File: src/hdl/edet_pkg.sv
package edet_pkg;

    // lookup result codes
    localparam logic [1:0] ST_HIT     = 2'd0;
    localparam logic [1:0] ST_RESTART = 2'd1;
    localparam logic [1:0] ST_NEW     = 2'd2;
    localparam logic [1:0] ST_FULL    = 2'd3;

    // configuration register indexes
    localparam logic [1:0] CFG_DEBOUNCE   = 2'd0;
    localparam logic [1:0] CFG_ESCALATION = 2'd1;
    localparam logic [1:0] CFG_MAX_COUNT  = 2'd2;

    // configuration reset values
    localparam logic [15:0] DEBOUNCE_RESET   = 16'd100;
    localparam logic [15:0] ESCALATION_RESET = 16'd5000;
    localparam logic [15:0] MAX_COUNT_RESET  = 16'd10;

    // milliseconds to nanoseconds
    localparam logic [19:0] NS_PER_MS = 20'd1000000;

    localparam logic [31:0] COUNT_MAX = 32'hFFFF_FFFF;

    // one table slot as held in the slot memory
    typedef struct packed {
        logic [31:0] code;
        logic [31:0] source;
        logic [63:0] first_time;
        logic [63:0] last_time;
        logic [31:0] count;
    } entry_t;

    // controller states
    typedef enum logic [1:0] {
        S_IDLE,
        S_SCAN,
        S_EVAL,
        S_WRITE
    } state_t;

    // controller to datapath
    typedef struct packed {
        logic load;
        logic scan_start;
        logic scan_run;
        logic eval;
        logic commit;
    } dp_cmd_t;

    // datapath to controller
    typedef struct packed {
        logic match;
        logic scan_end;
    } dp_stat_t;

endpackage

File: src/hdl/edet_ctrl.sv
module edet_ctrl (
    input  logic               clk,
    input  logic               rst_n,
    input  logic               in_valid,
    output logic               in_stall,
    output logic               out_valid,
    input  logic               out_stall,
    input  edet_pkg::dp_stat_t stat,
    output edet_pkg::dp_cmd_t  cmd
);
    import edet_pkg::*;

    state_t state_reg;
    state_t state_next;
    logic   out_valid_reg;
    logic   out_valid_next;

    // next state
    always_comb
    begin
        state_next = state_reg;
        unique case (state_reg)
            S_IDLE:
            begin
                if (in_valid)
                begin
                    state_next = S_SCAN;
                end
            end
            S_SCAN:
            begin
                priority if (stat.match)
                begin
                    state_next = S_EVAL;
                end
                else if (stat.scan_end)
                begin
                    state_next = S_WRITE;
                end
            end
            S_EVAL:
            begin
                state_next = S_WRITE;
            end
            S_WRITE:
            begin
                if (!out_valid_reg || !out_stall)
                begin
                    state_next = S_IDLE;
                end
            end
            default:
            begin
                state_next = S_IDLE;
            end
        endcase
    end

    // commands and handshake outputs
    always_comb
    begin
        cmd      = '0;
        in_stall = 1'b1;
        unique case (state_reg)
            S_IDLE:
            begin
                in_stall = 1'b0;
                if (in_valid)
                begin
                    cmd.load       = 1'b1;
                    cmd.scan_start = 1'b1;
                end
            end
            S_SCAN:
            begin
                cmd.scan_run = 1'b1;
            end
            S_EVAL:
            begin
                cmd.eval = 1'b1;
            end
            S_WRITE:
            begin
                cmd.commit = !out_valid_reg || !out_stall;
            end
            default:
            begin
                cmd = '0;
            end
        endcase
    end

    // output valid flag: set on commit, dropped once taken
    always_comb
    begin
        priority if (cmd.commit)
        begin
            out_valid_next = 1'b1;
        end
        else if (out_valid_reg && !out_stall)
        begin
            out_valid_next = 1'b0;
        end
        else
        begin
            out_valid_next = out_valid_reg;
        end
    end

    assign out_valid = out_valid_reg;

    always_ff @(posedge clk or negedge rst_n)
    begin
        if (!rst_n)
        begin
            state_reg     <= S_IDLE;
            out_valid_reg <= 1'b0;
        end
        else
        begin
            state_reg     <= state_next;
            out_valid_reg <= out_valid_next;
        end
    end

endmodule

File: config.mk
export PLATFORM = sky130hd
export DESIGN_NAME = edet_ctrl
export DESIGN_NICKNAME = d
export VERILOG_FILES = /design/src/hdl/edet_pkg.sv /design/src/hdl/edet_ctrl.sv
export SDC_FILE = /design/constraint.sdc
export NUM_CORES = 1
export LEC_CHECK = 0
export BUFFER_PORTS_ARGS = -buffer_cell sky130_fd_sc_hd__buf_2
export CAP_MARGIN = 20
export CORE_AREA = 2 2 39 41
export DETAILED_ROUTE_END_ITERATION = 8
export DIE_AREA = 0 0 41 43
export SETUP_SLACK_MARGIN = 0.05
export SYNTH_ARGS = -nofsm -noshare
export SYNTH_HDL_FRONTEND = slang
export SYNTH_SLANG_ARGS = --single-unit
File: constraint.sdc
create_clock -name clk -period 4.28 [get_ports clk]
set_input_delay 0.642 -clock clk [delete_from_list [all_inputs] [get_ports clk]]
set_output_delay 0.642 -clock clk [all_outputs]
set_load 0.05 [all_outputs]
# == Word-level counts from Yosys, hierarchy flattened ==
# Index checks and enable logic that the tools add are counted.
# totals
rom_bits,0
mem_count,0
mem_bits_rw,0
latchBits,0
register_bits,3
word_cells,28
# classes
reduce_logical,7
n_bitwise,0
n_shift,0
eq_ne,6
n_addsub,0
mux,13
div_mod_pow,0
multipliers,0
order_cmp,0
# op_table
operator,n
two-way mux 2 bit,6
one-hot mux 2 bit (4 select lines),1
two-way mux 1 bit,6
equality test 2 bit (second input constant),2
!= test 2 bit (second input constant),2
!= test 3 bit (second input constant),1
AND reduction 3 bit,1
equality test 2 x 1 -> 1 bit (second input constant),1
logical NOT 1 bit,2
logical NOT 2 bit,1
nonzero test 2 bit,1
logical AND 1 bit,1
logical OR 1 bit,1

# == Longest topological paths before layout ==
# Gate-level depths: netlist of run 1.
# logic_depth
depth_word,4
ltp_mapped,5
depth_no_buf,5

# == Worst setup path after synthesis of run 1 ==
# No wires, ideal clock.
# synth_timing
path_kind,reg2out
startpoint,reg state_reg[0]
endpoint,out cmd[4] in the netlist's numbering
arrival_time_ns,1.423
path_stages_with_launch,5
path_buffers,1
slack_ns,2.215
path_cell_list,dfrtp_1 -> inv_1 -> ha_1 -> and2_1 -> buf_4
# synth_lines
element,line_no,rtl
start: declaration,edet_ctrl.sv:13,state_t state_reg;
start signal: assignment,edet_ctrl.sv:121,state_reg <= state_next;
end: declaration,edet_ctrl.sv:9,output edet_pkg::dp_cmd_t cmd

==> summary.md, run 1 <==
| Metric | Value |
|---|---|
| Number of antenna repair diodes | `0` |
| Source-to-sink clock delay at the later pin of the worst-skew pair | `0.23 ns` |
| CTS max path bufs | `2` |
| Fraction of the cycle the final worst path needs | `46.89%` |
| Number of buffers inserted to repair setup after CTS | `0` |
| Mean Syn Cell Area | `10.69 um2` |
| Filler Cells Inserted | `161` |
| Area of the mapped netlist | `256.5 um2` |
| Via count of the routed design | `213` |
| Outcome | `finished clean` |
| Final weighted congestion of routability-driven global placement | `0.5994` |
| Commonest non-fill, non-tap cell in the layout | `buf_2` |
| Type of origin of the critical path | `flip-flop` |
| Net count after synthesis | `35` |
| Master of the slowest instance on the critical path | `dfrtp_1` |
| Count of final hold-check violations | `0` |
| Post-CTS Hold Buffers | `0` |
| Wirelength, routed | `430 um` |
| Number of antenna violations at the first check in global routing | `0` |
| Total negative slack for setup checks | `0 ns` |
| Signal arrival time at the worst endpoint | `1.36 ns` |
| Hold slack final | `0.1978 ns` |
| Height of the die | `43 um` |
| RSZ-0062 raised after global routing | `no` |
| Worst Path Class, Setup | `flip-flop to primary output` |
| Post-CTS sizing | `0` |
| Gate count after technology mapping | `24` |
| Max cap viols | `0` |
| Post-detailed-route DRC marker count | `0` |
| ANT nets after route | `0` |
| Number of I/O pins | `13` |
| Vias/cell | `3.944` |
| Highest cell delay on the worst timing path | `0.42 ns` |
| Synthesis Warnings | `0` |
| Maximum number of pins on one net before global-route repair | `7` |
| DRT Pass-1 Iters | `1` |
| CP Data Required Time | `3.64 ns` |
| TritonCTS clock tree | `yes` |
| Min Tclk post-route | `2.007 ns` |
| Largest register FFs | `2` |
| Initial core utilization | `18.54%` |
| Relative slew margins | `83.42%` |
| Post-synth top area share | `29.27%` |
| Half-perimeter wire length after placement | `380 um` |
| Classification of the worst-slack hold path | `input pin to async pin` |
| Seq/Total Area, Yosys | `29.27%` |
| Initial detailed-routing violation count | `0` |
| H-tree level count | `1` |
| Cells along the critical path | `inv_1 -> ha_1 -> and2_1 -> buf_2` |
| Multi-input logic area | `155.1 um2` |
| Leading cell types by total area after synthesis | `dfrtp_1 (29%), ha_1 (24%), buf_4 (5.9%)` |
| Count of final max-slew check failures | `0` |
| Placeable Area | `0.001384 mm2` |
| Crit path capture type | `primary output` |
| Combined global-route utilization of all metal layers | `6.834%` |
| Worst Path Max Fanout | `6` |
| Slew at the pin closest to its max-slew limit | `0.2504 ns` |
| Sinks on Clock Net | `3` |
| Wire per inst | `7.963 um` |
| Area added between synthesis and finish | `35.61%` |
| Post-synthesis cell type with the largest combined area | `dfrtp_1` |
| Final net count | `50` |
| Number of synthesized register bits | `3` |
| Total CTS buffers | `3` |
| Input/output buffers | `12` |
| Area of all sequential standard cells | `75.07 um2` |
| Overall die width | `41 um` |
| Via count of the first global-routing pass | `195` |
| Clock transition at the registers of the reported paths | `0.04 ns` |
| Cell chosen for the clock root | `clkbuf_4` |
| Share of post-route cells with drive strength above 1 | `44.74%` |
| Total congestion overflow | `0` |
| Netlist cell types | `15` |
| Number of setup violations in the final report | `0` |
| Worst-case clock skew | `0.003588 ns` |
| Highest Clock Rate | `0.4983 GHz` |
| Die area | `0.001763 mm2` |
| Site row count | `14` |
| Global-route wire length before repair | `690 um` |
| Most frequent cells in the layout | `buf_2 (12), ha_1 (5), inv_1 (3), clkbuf_4 (3), dfrtp_1 (3)` |
==> final timing paths <==
kind / depth (start not counted) / to / slack (ns) / startpoint
max: 4 / cmd[3] / 2.27 / state_reg[0]
min: 1 / out_valid / 0.20 / rst_n
max reg2reg: 5 / state_reg[1] / 2.81 / state_reg[0]
min reg2reg: 1 / out_valid / 0.53 / out_valid
max in group asynchronous: 1 / state_reg[0] / 3.98 / rst_n
min in group clk: 1 / out_valid / 0.53 / out_valid
==> critical path: cells and delay by family, from the launching register on <==
family	cells	cell delay [ns]
AND/OR/NAND/NOR	1	0.14
flip-flops	1	0.42
adder cells (fa/ha/maj)	1	0.19
buffers and inverters	2	0.38
==> per-layer routing <==
layer | routed length, um | part of all wire, % | up-vias | global-route usage [%]
li1 | - | - | 109 | -
met1 | 153 | 36 | 99 | 5.806
met2 | 237 | 55 | 5 | 8.125
met3 | 40 | 9.3 | 0 | 6.283
met4 | 0 | 0 | 0 | 8.000
met5 | 0 | 0 | - | 0
==> cells by family (layout without fill, tap and decap cells) <==
family,after synthesis,in the layout,share of synthesized area (%)
fa+ha+maj,5,5,24.39
compound gates,5,5,16.59
simple gates,5,5,13.66
buf+inv,5,19,10.24
flops,3,3,29.27
mux,1,1,5.852
==> synthesized netlist by cell type <==
master / instances
a21boi_1: 1
and2_1: 1
dfrtp_1: 3
nand3_1: 1
nand2b_1: 1
ha_1: 5
nor2_1: 1
o211a_1: 1
o22a_1: 1
inv_1: 3
nand2b_4: 1
mux2_4: 1
buf_4: 2
a41oi_1: 1
a21o_1: 1
==> per-stage QoR <==
stage          std cells  cell area (um2)  util (%)  setup slack, ns
2_1_floorplan         24            256.5         -            2.215
3_3_place_gp          50            321.6     23.24            2.519
3_5_place_dp          50            321.6     23.24            2.494
4_1_cts               54            347.8     25.14            2.249
5_1_grt               54            347.8     25.14            2.174
6_report              54            347.8     25.14            2.273
==> cell type report <==
type	instances	area share [%]
clock buffer	4	7.554
inverter	3	3.237
timing repair buffer	12	17.27
multi-input combinational	16	44.60
sequential	3	21.58
tap	16	5.755
Power of run 1 is left out: the tool's default activity adds up to more than one toggle a clock period on the data nets, which glitch-free logic cannot reach.
==> inputs of run 2 (changes only) <==
==> constraint.sdc (replaced) <==
create_clock -name clk -period 2 [get_ports clk]
set_input_delay 0.3 -clock clk [delete_from_list [all_inputs] [get_ports clk]]
set_output_delay 0.3 -clock clk [all_outputs]
set_load 0.05 [all_outputs]
==> run 2 against run 1 <==
Effect of this change:
- final cell count increased by 1.9%
- worst hold slack better by 0.11 ns
- core utilization is 0.72 points higher
- clock skew is 0.0031 ns lower
- worst setup slack worse by 1.9 ns
- clock-buffer cell count is the same
- critical endpoint unchanged
- sequential share of layout area shrank 0.60 points
- critical path depth unchanged
==> summary.md, run 2 (synthesis results as in run 1) <==
| Metric | Value |
|---|---|
| Outcome | `finished clean` |
| Clock transition at the registers of the reported paths | `0.04 ns (about the same)` |
| Initial core utilization | `18.54% (unchanged)` |
| Height of the die | `43 um (unchanged)` |
| Worst-case clock skew | `0.0005352 ns (-0.003053 ns)` |
| Total congestion overflow | `0 (unchanged)` |
| RSZ-0062 raised after global routing | `no` |
| Total negative slack for setup checks | `0 ns (unchanged)` |
| Half-perimeter wire length after placement | `357.7 um (-5.9%)` |
| Input/output buffers | `12 (unchanged)` |
| Cell chosen for the clock root | `clkbuf_4` |
| ANT nets after route | `0 (unchanged)` |
| DRT Pass-1 Iters | `1 (unchanged)` |
| Type of origin of the critical path | `flip-flop` |
| CP Data Required Time | `1.70 ns (-1.94 ns)` |
| Signal arrival time at the worst endpoint | `1.35 ns (about the same)` |
| CTS max path bufs | `2 (unchanged)` |
| Source-to-sink clock delay at the later pin of the worst-skew pair | `0.23 ns (about the same)` |
| Largest register FFs | `2 (unchanged)` |
| Number of antenna violations at the first check in global routing | `0 (unchanged)` |
| Master of the slowest instance on the critical path | `dfrtp_1` |
| Worst Path Class, Setup | `flip-flop to primary output` |
| Initial detailed-routing violation count | `0 (unchanged)` |
| Number of antenna repair diodes | `0 (unchanged)` |
| Crit path capture type | `primary output` |
| Min Tclk post-route | `1.655 ns` |
| Worst Path Max Fanout | `6 (unchanged)` |
| Highest cell delay on the worst timing path | `0.42 ns (about the same)` |
| Sinks on Clock Net | `3 (unchanged)` |
| Fraction of the cycle the final worst path needs | `82.74%` |
| Via count of the first global-routing pass | `194 (-0.51%)` |
| Maximum number of pins on one net before global-route repair | `7 (unchanged)` |
| Placeable Area | `0.001384 mm2 (unchanged)` |
| Utilization of the core after routing | `25.86% (+0.72 points)` |
| Wirelength, routed | `430 um (unchanged)` |
| Via count of the routed design | `207 (-2.8%)` |
| Number of buffers inserted to repair setup after CTS | `0 (unchanged)` |
| Number of setup violations in the final report | `0 (unchanged)` |
| Max cap viols | `0 (unchanged)` |
| Die area | `0.001763 mm2 (unchanged)` |
| Cells along the critical path | `inv_1 -> ha_1 -> and2_1 -> buf_2` |
| Area added between synthesis and finish | `39.51%` |
| TritonCTS clock tree | `yes` |
| Final weighted congestion of routability-driven global placement | `0.6780 (+13%)` |
| Post-detailed-route DRC marker count | `0 (unchanged)` |
| Most frequent cells in the layout | `buf_2 (12), ha_1 (5), inv_1 (3), clkbuf_4 (3), dfrtp_1 (3)` |
| Combined global-route utilization of all metal layers | `6.244% (-0.59 points)` |
| Relative slew margins | `83.44% (about the same)` |
| H-tree level count | `1 (unchanged)` |
| Share of post-route cells with drive strength above 1 | `43.59% (-1.1 points)` |
| Overall die width | `41 um (unchanged)` |
| Slew at the pin closest to its max-slew limit | `0.2501 ns (-0.0003641 ns)` |
| Global-route wire length before repair | `676 um (-2.0%)` |
| Vias/cell | `3.764 (-4.6%)` |
| Count of final hold-check violations | `0 (unchanged)` |
| Number of I/O pins | `13 (unchanged)` |
| Wire per inst | `7.818 um (-1.8%)` |
| Total CTS buffers | `3 (unchanged)` |
| Classification of the worst-slack hold path | `input pin to flip-flop` |
| Commonest non-fill, non-tap cell in the layout | `buf_2` |
| Final net count | `51 (+2.0%)` |
| Site row count | `14 (unchanged)` |
| Highest Clock Rate | `0.6043 GHz` |
| Count of final max-slew check failures | `0 (unchanged)` |
[run 2: path summary, 6_finish.rpt]
kind	start	to	slack (ns)	cells past startpoint
max in group asynchronous	rst_n	state_reg[1]	1.50	2
setup reg to reg	state_reg[1]	state_reg[1]	0.54	5
hold reg to reg	out_valid	out_valid	0.53	1
setup / recovery	state_reg[0]	cmd[3]	0.35	4
hold / removal	out_stall	out_valid	0.31	2
min in group asynchronous	rst_n	state_reg[0]	0.39	2
[run 2: per-stage QoR]
step / instance area [um2] / hold WS [ns] / setup WS (ns) / instances
after global routing: 357.8 / 0.3228 / 0.2604 / 55
after detailed placement: 321.6 / 0.09756 / 0.5439 / 50
final: 357.8 / 0.3093 / 0.3452 / 55
after global placement: 321.6 / 0.09884 / 0.5212 / 50
after floorplan: 256.5 / 0.004409 / 0.2709 / 24
after CTS: 357.8 / 0.3051 / 0.3214 / 55
[run 2: metal layers]
layer	GRT usage (%)	part of all wire [%]	vias up
met5	0	0	-
met4	8.000	0	0
met3	3.141	11	0
met2	8.125	56	5
li1	-	-	108
met1	5.844	33	94
[run 2: final cells by class]
cell class | count | area (um2)
Fill cell | 158 | 1026
Multi-Input combinational cell | 16 | 155.1
Sequential cell | 3 | 75.07
Timing Repair Buffer | 13 | 70.07
Clock buffer | 4 | 26.28
Tap cell | 16 | 20.02
Inverter | 3 | 11.26
[run 2: critical path: cells and delay by family, from the launching register on]
kind          cells  cell delay [ns]
flops             1             0.42
simple gates      1             0.14
fa+ha+maj         1             0.19
buf+inv           2             0.38
[run 2: what timing repair did]
action / in CTS / in global routing
hold endpoints to repair: 3 / 0
hold buffers: 1 / 0
gates resized for setup: 0 / 0
Power of run 2 is left out for the same reason.
==> inputs of run 3 (changes only) <==
==> constraint.sdc (replaced) <==
create_clock -name clk -period 1.45 [get_ports clk]
set_input_delay 0.2175 -clock clk [delete_from_list [all_inputs] [get_ports clk]]
set_output_delay 0.2175 -clock clk [all_outputs]
set_load 0.05 [all_outputs]
==> run 3 against run 2 <==
Effect of this change:
- worst hold slack worse by 0.078 ns
- global-route usage is 2.8 points higher
- first-iteration DRC count is 2 higher
- critical path depth stayed put
- highest routed layer is now met4
- cell area is 40% higher
- die area stayed put
- flip-flop and latch count stayed put
- non-clock buffer count is 5 higher
- worst setup slack worse by 0.32 ns
- clock skew is 0.0012 ns higher
- clock-buffer cell count stayed put
- critical path type unchanged
- core utilization is 10 points higher
==> summary.md, run 3 (synthesis results as in run 1) <==
| Metric | Value |
|---|---|
| Largest register FFs | `2 (unchanged)` |
| Number of antenna repair diodes | `0 (unchanged)` |
| Total congestion overflow | `0 (unchanged)` |
| Number of setup violations in the final report | `0 (unchanged)` |
| Final net count | `56 (+9.8%)` |
| ANT nets after route | `0 (unchanged)` |
| Sinks on Clock Net | `3 (unchanged)` |
| RSZ-0062 raised after global routing | `yes` |
| Initial detailed-routing violation count | `2 (+2)` |
| Total CTS buffers | `3 (unchanged)` |
| Combined global-route utilization of all metal layers | `9.045% (+2.8 points)` |
| Post-route cell area | `501.7 um2 (+40%)` |
| Final weighted congestion of routability-driven global placement | `0.6204 (-8.5%)` |
| Number of standard cells in the layout, taps in and fillers out | `60 (+9.1%)` |
| Worst-case clock skew | `0.001724 ns (+0.001189 ns)` |
| Worst Path Class, Setup | `flip-flop to primary output` |
| Crit path capture type | `primary output` |
| Number of antenna violations at the first check in global routing | `0 (unchanged)` |
| Classification of the worst-slack hold path | `input pin to flip-flop` |
| Input/output buffers | `12 (unchanged)` |
| Count of final max-slew check failures | `0 (unchanged)` |
| Min Tclk post-route | `1.429 ns` |
| Capture point of the worst path | `cmd[4]` |
| Placeable Area | `0.001384 mm2 (unchanged)` |
| Signal arrival time at the worst endpoint | `1.21 ns (-0.14 ns)` |
| Outcome | `finished clean` |
| Highest Clock Rate | `0.6999 GHz` |
| Most frequent cells in the layout | `buf_2 (6), buf_6 (5)` |
| Initial core utilization | `18.54% (unchanged)` |
| Relative slew margins | `83.68% (+0.24 points)` |
| Worst reg2reg path endpoint | `state_reg[1]` |
| Commonest non-fill, non-tap cell in the layout | `buf_2` |
| Maximum number of pins on one net before global-route repair | `6 (-1)` |
| Via count of the first global-routing pass | `242 (+25%)` |
| Global-route wire length before repair | `966 um (+43%)` |
| Post-detailed-route DRC marker count | `0 (unchanged)` |
| Number of I/O pins | `13 (unchanged)` |
| Placed Cells incl. Taps | `52 (+4.0%)` |
| Type of origin of the critical path | `flip-flop` |
| Max cap viols | `0 (unchanged)` |
| Site row count | `14 (unchanged)` |
| Clock transition at the registers of the reported paths | `0.04 ns (about the same)` |
| Setup slack of the most critical reg-to-reg path | `0.07 ns (-0.47 ns)` |
| Slew at the pin closest to its max-slew limit | `0.2464 ns (-0.003623 ns)` |
| Worst Path Max Fanout | `3 (-3)` |
| Die area | `0.001763 mm2 (unchanged)` |
| Worst reg2reg path startpoint | `state_reg[1]` |
| CTS max path bufs | `2 (unchanged)` |
| Wirelength, routed | `606 um (+41%)` |
| Overall die width | `41 um (unchanged)` |
| Post-detailed-placement cell area | `351.6 um2 (+9.3%)` |
| Critical path launch point | `state_reg[1]` |
| DRT Pass-1 Iters | `4 (+3)` |
| Count of final hold-check violations | `0 (unchanged)` |
| Height of the die | `43 um (unchanged)` |
| Cell chosen for the clock root | `clkbuf_4` |
| Share of post-route cells with drive strength above 1 | `70.45% (+27 points)` |
| Source-to-sink clock delay at the later pin of the worst-skew pair | `0.24 ns (about the same)` |
| H-tree level count | `1 (unchanged)` |
| Half-perimeter wire length after placement | `392.7 um (+9.8%)` |
| Via count of the routed design | `240 (+16%)` |
| Vias/cell | `4.000 (+6.3%)` |
| Cell count of the worst reg-to-reg path | `5 (unchanged)` |
| CP Data Required Time | `1.23 ns (-0.47 ns)` |
| TritonCTS clock tree | `yes` |
| Fraction of the cycle the final worst path needs | `98.53%` |
| Total negative slack for setup checks | `0 ns (unchanged)` |
| Area added between synthesis and finish | `95.61%` |
| Wire per inst | `10.10 um (+29%)` |
[run 3: cell count changes in the layout (fill, tap and decap cells not counted), moves of 2 or more]
cell and delta:
ha_4 +3, buf_4 +3, buf_6 +5, buf_2 -6, ha_1 -4, inv_1 -2, buf_8 +3
[run 3: worst min path at each step]
stage              start           end  slack [ns]  depth (start not counted)
2_1_floorplan      rst_n     out_valid       -0.08                          0
3_3_place_gp       rst_n  state_reg[0]        0.02                          1
3_5_place_dp       rst_n  state_reg[0]        0.02                          1
4_1_cts        out_stall     out_valid        0.23                          2
5_1_grt        out_stall     out_valid        0.24                          2
6_report       out_stall     out_valid        0.23                          2
[run 3: critical path: stages (launching register included)]
cell	delay, ns
dfrtp_1	0.41
inv_2	0.12
ha_4	0.15
and2_4	0.16
buf_8	0.14
[run 3: layout make-up]
type                       instances  area [um2]
fill                             139       882.1
multi-input combinational         16       201.4
timing repair buffer              18       163.9
sequential                         3       76.32
clock buffer                       4       26.28
tap                               16       20.02
inverter                           3       13.76
[run 3: through the flow]
stage	utilization [%]	hold slack (ns)	setup WS (ns)
global placement	25.41	0.01741	0.05244
detailed placement	25.41	0.01795	0.04447
CTS	35.26	0.2274	0.02561
finish	36.26	0.2311	0.02127
global route	36.26	0.2421	-0.03738
floorplan	-	-0.07809	0.01988
[run 3: routing by layer]
metal	global-route usage, %	up-vias	wire (um)
met5	0	-	0
met4	8.000	0	19
met3	4.712	2	53
met2	13.44	11	315
met1	8.387	107	218
li1	-	120	-
[run 3: repair_timing]
item | 4_1_cts | 5_1_grt
resized for setup | 24 | 2
cloned | 0 | 0
buffers inserted | 2 | 1
pin swaps | 3 | 1
hold buffers | 1 | 0
endpoints found under the setup margin | 7 | 6
endpoints found under the hold margin | 3 | 0
Power of run 3 is left out for the same reason.
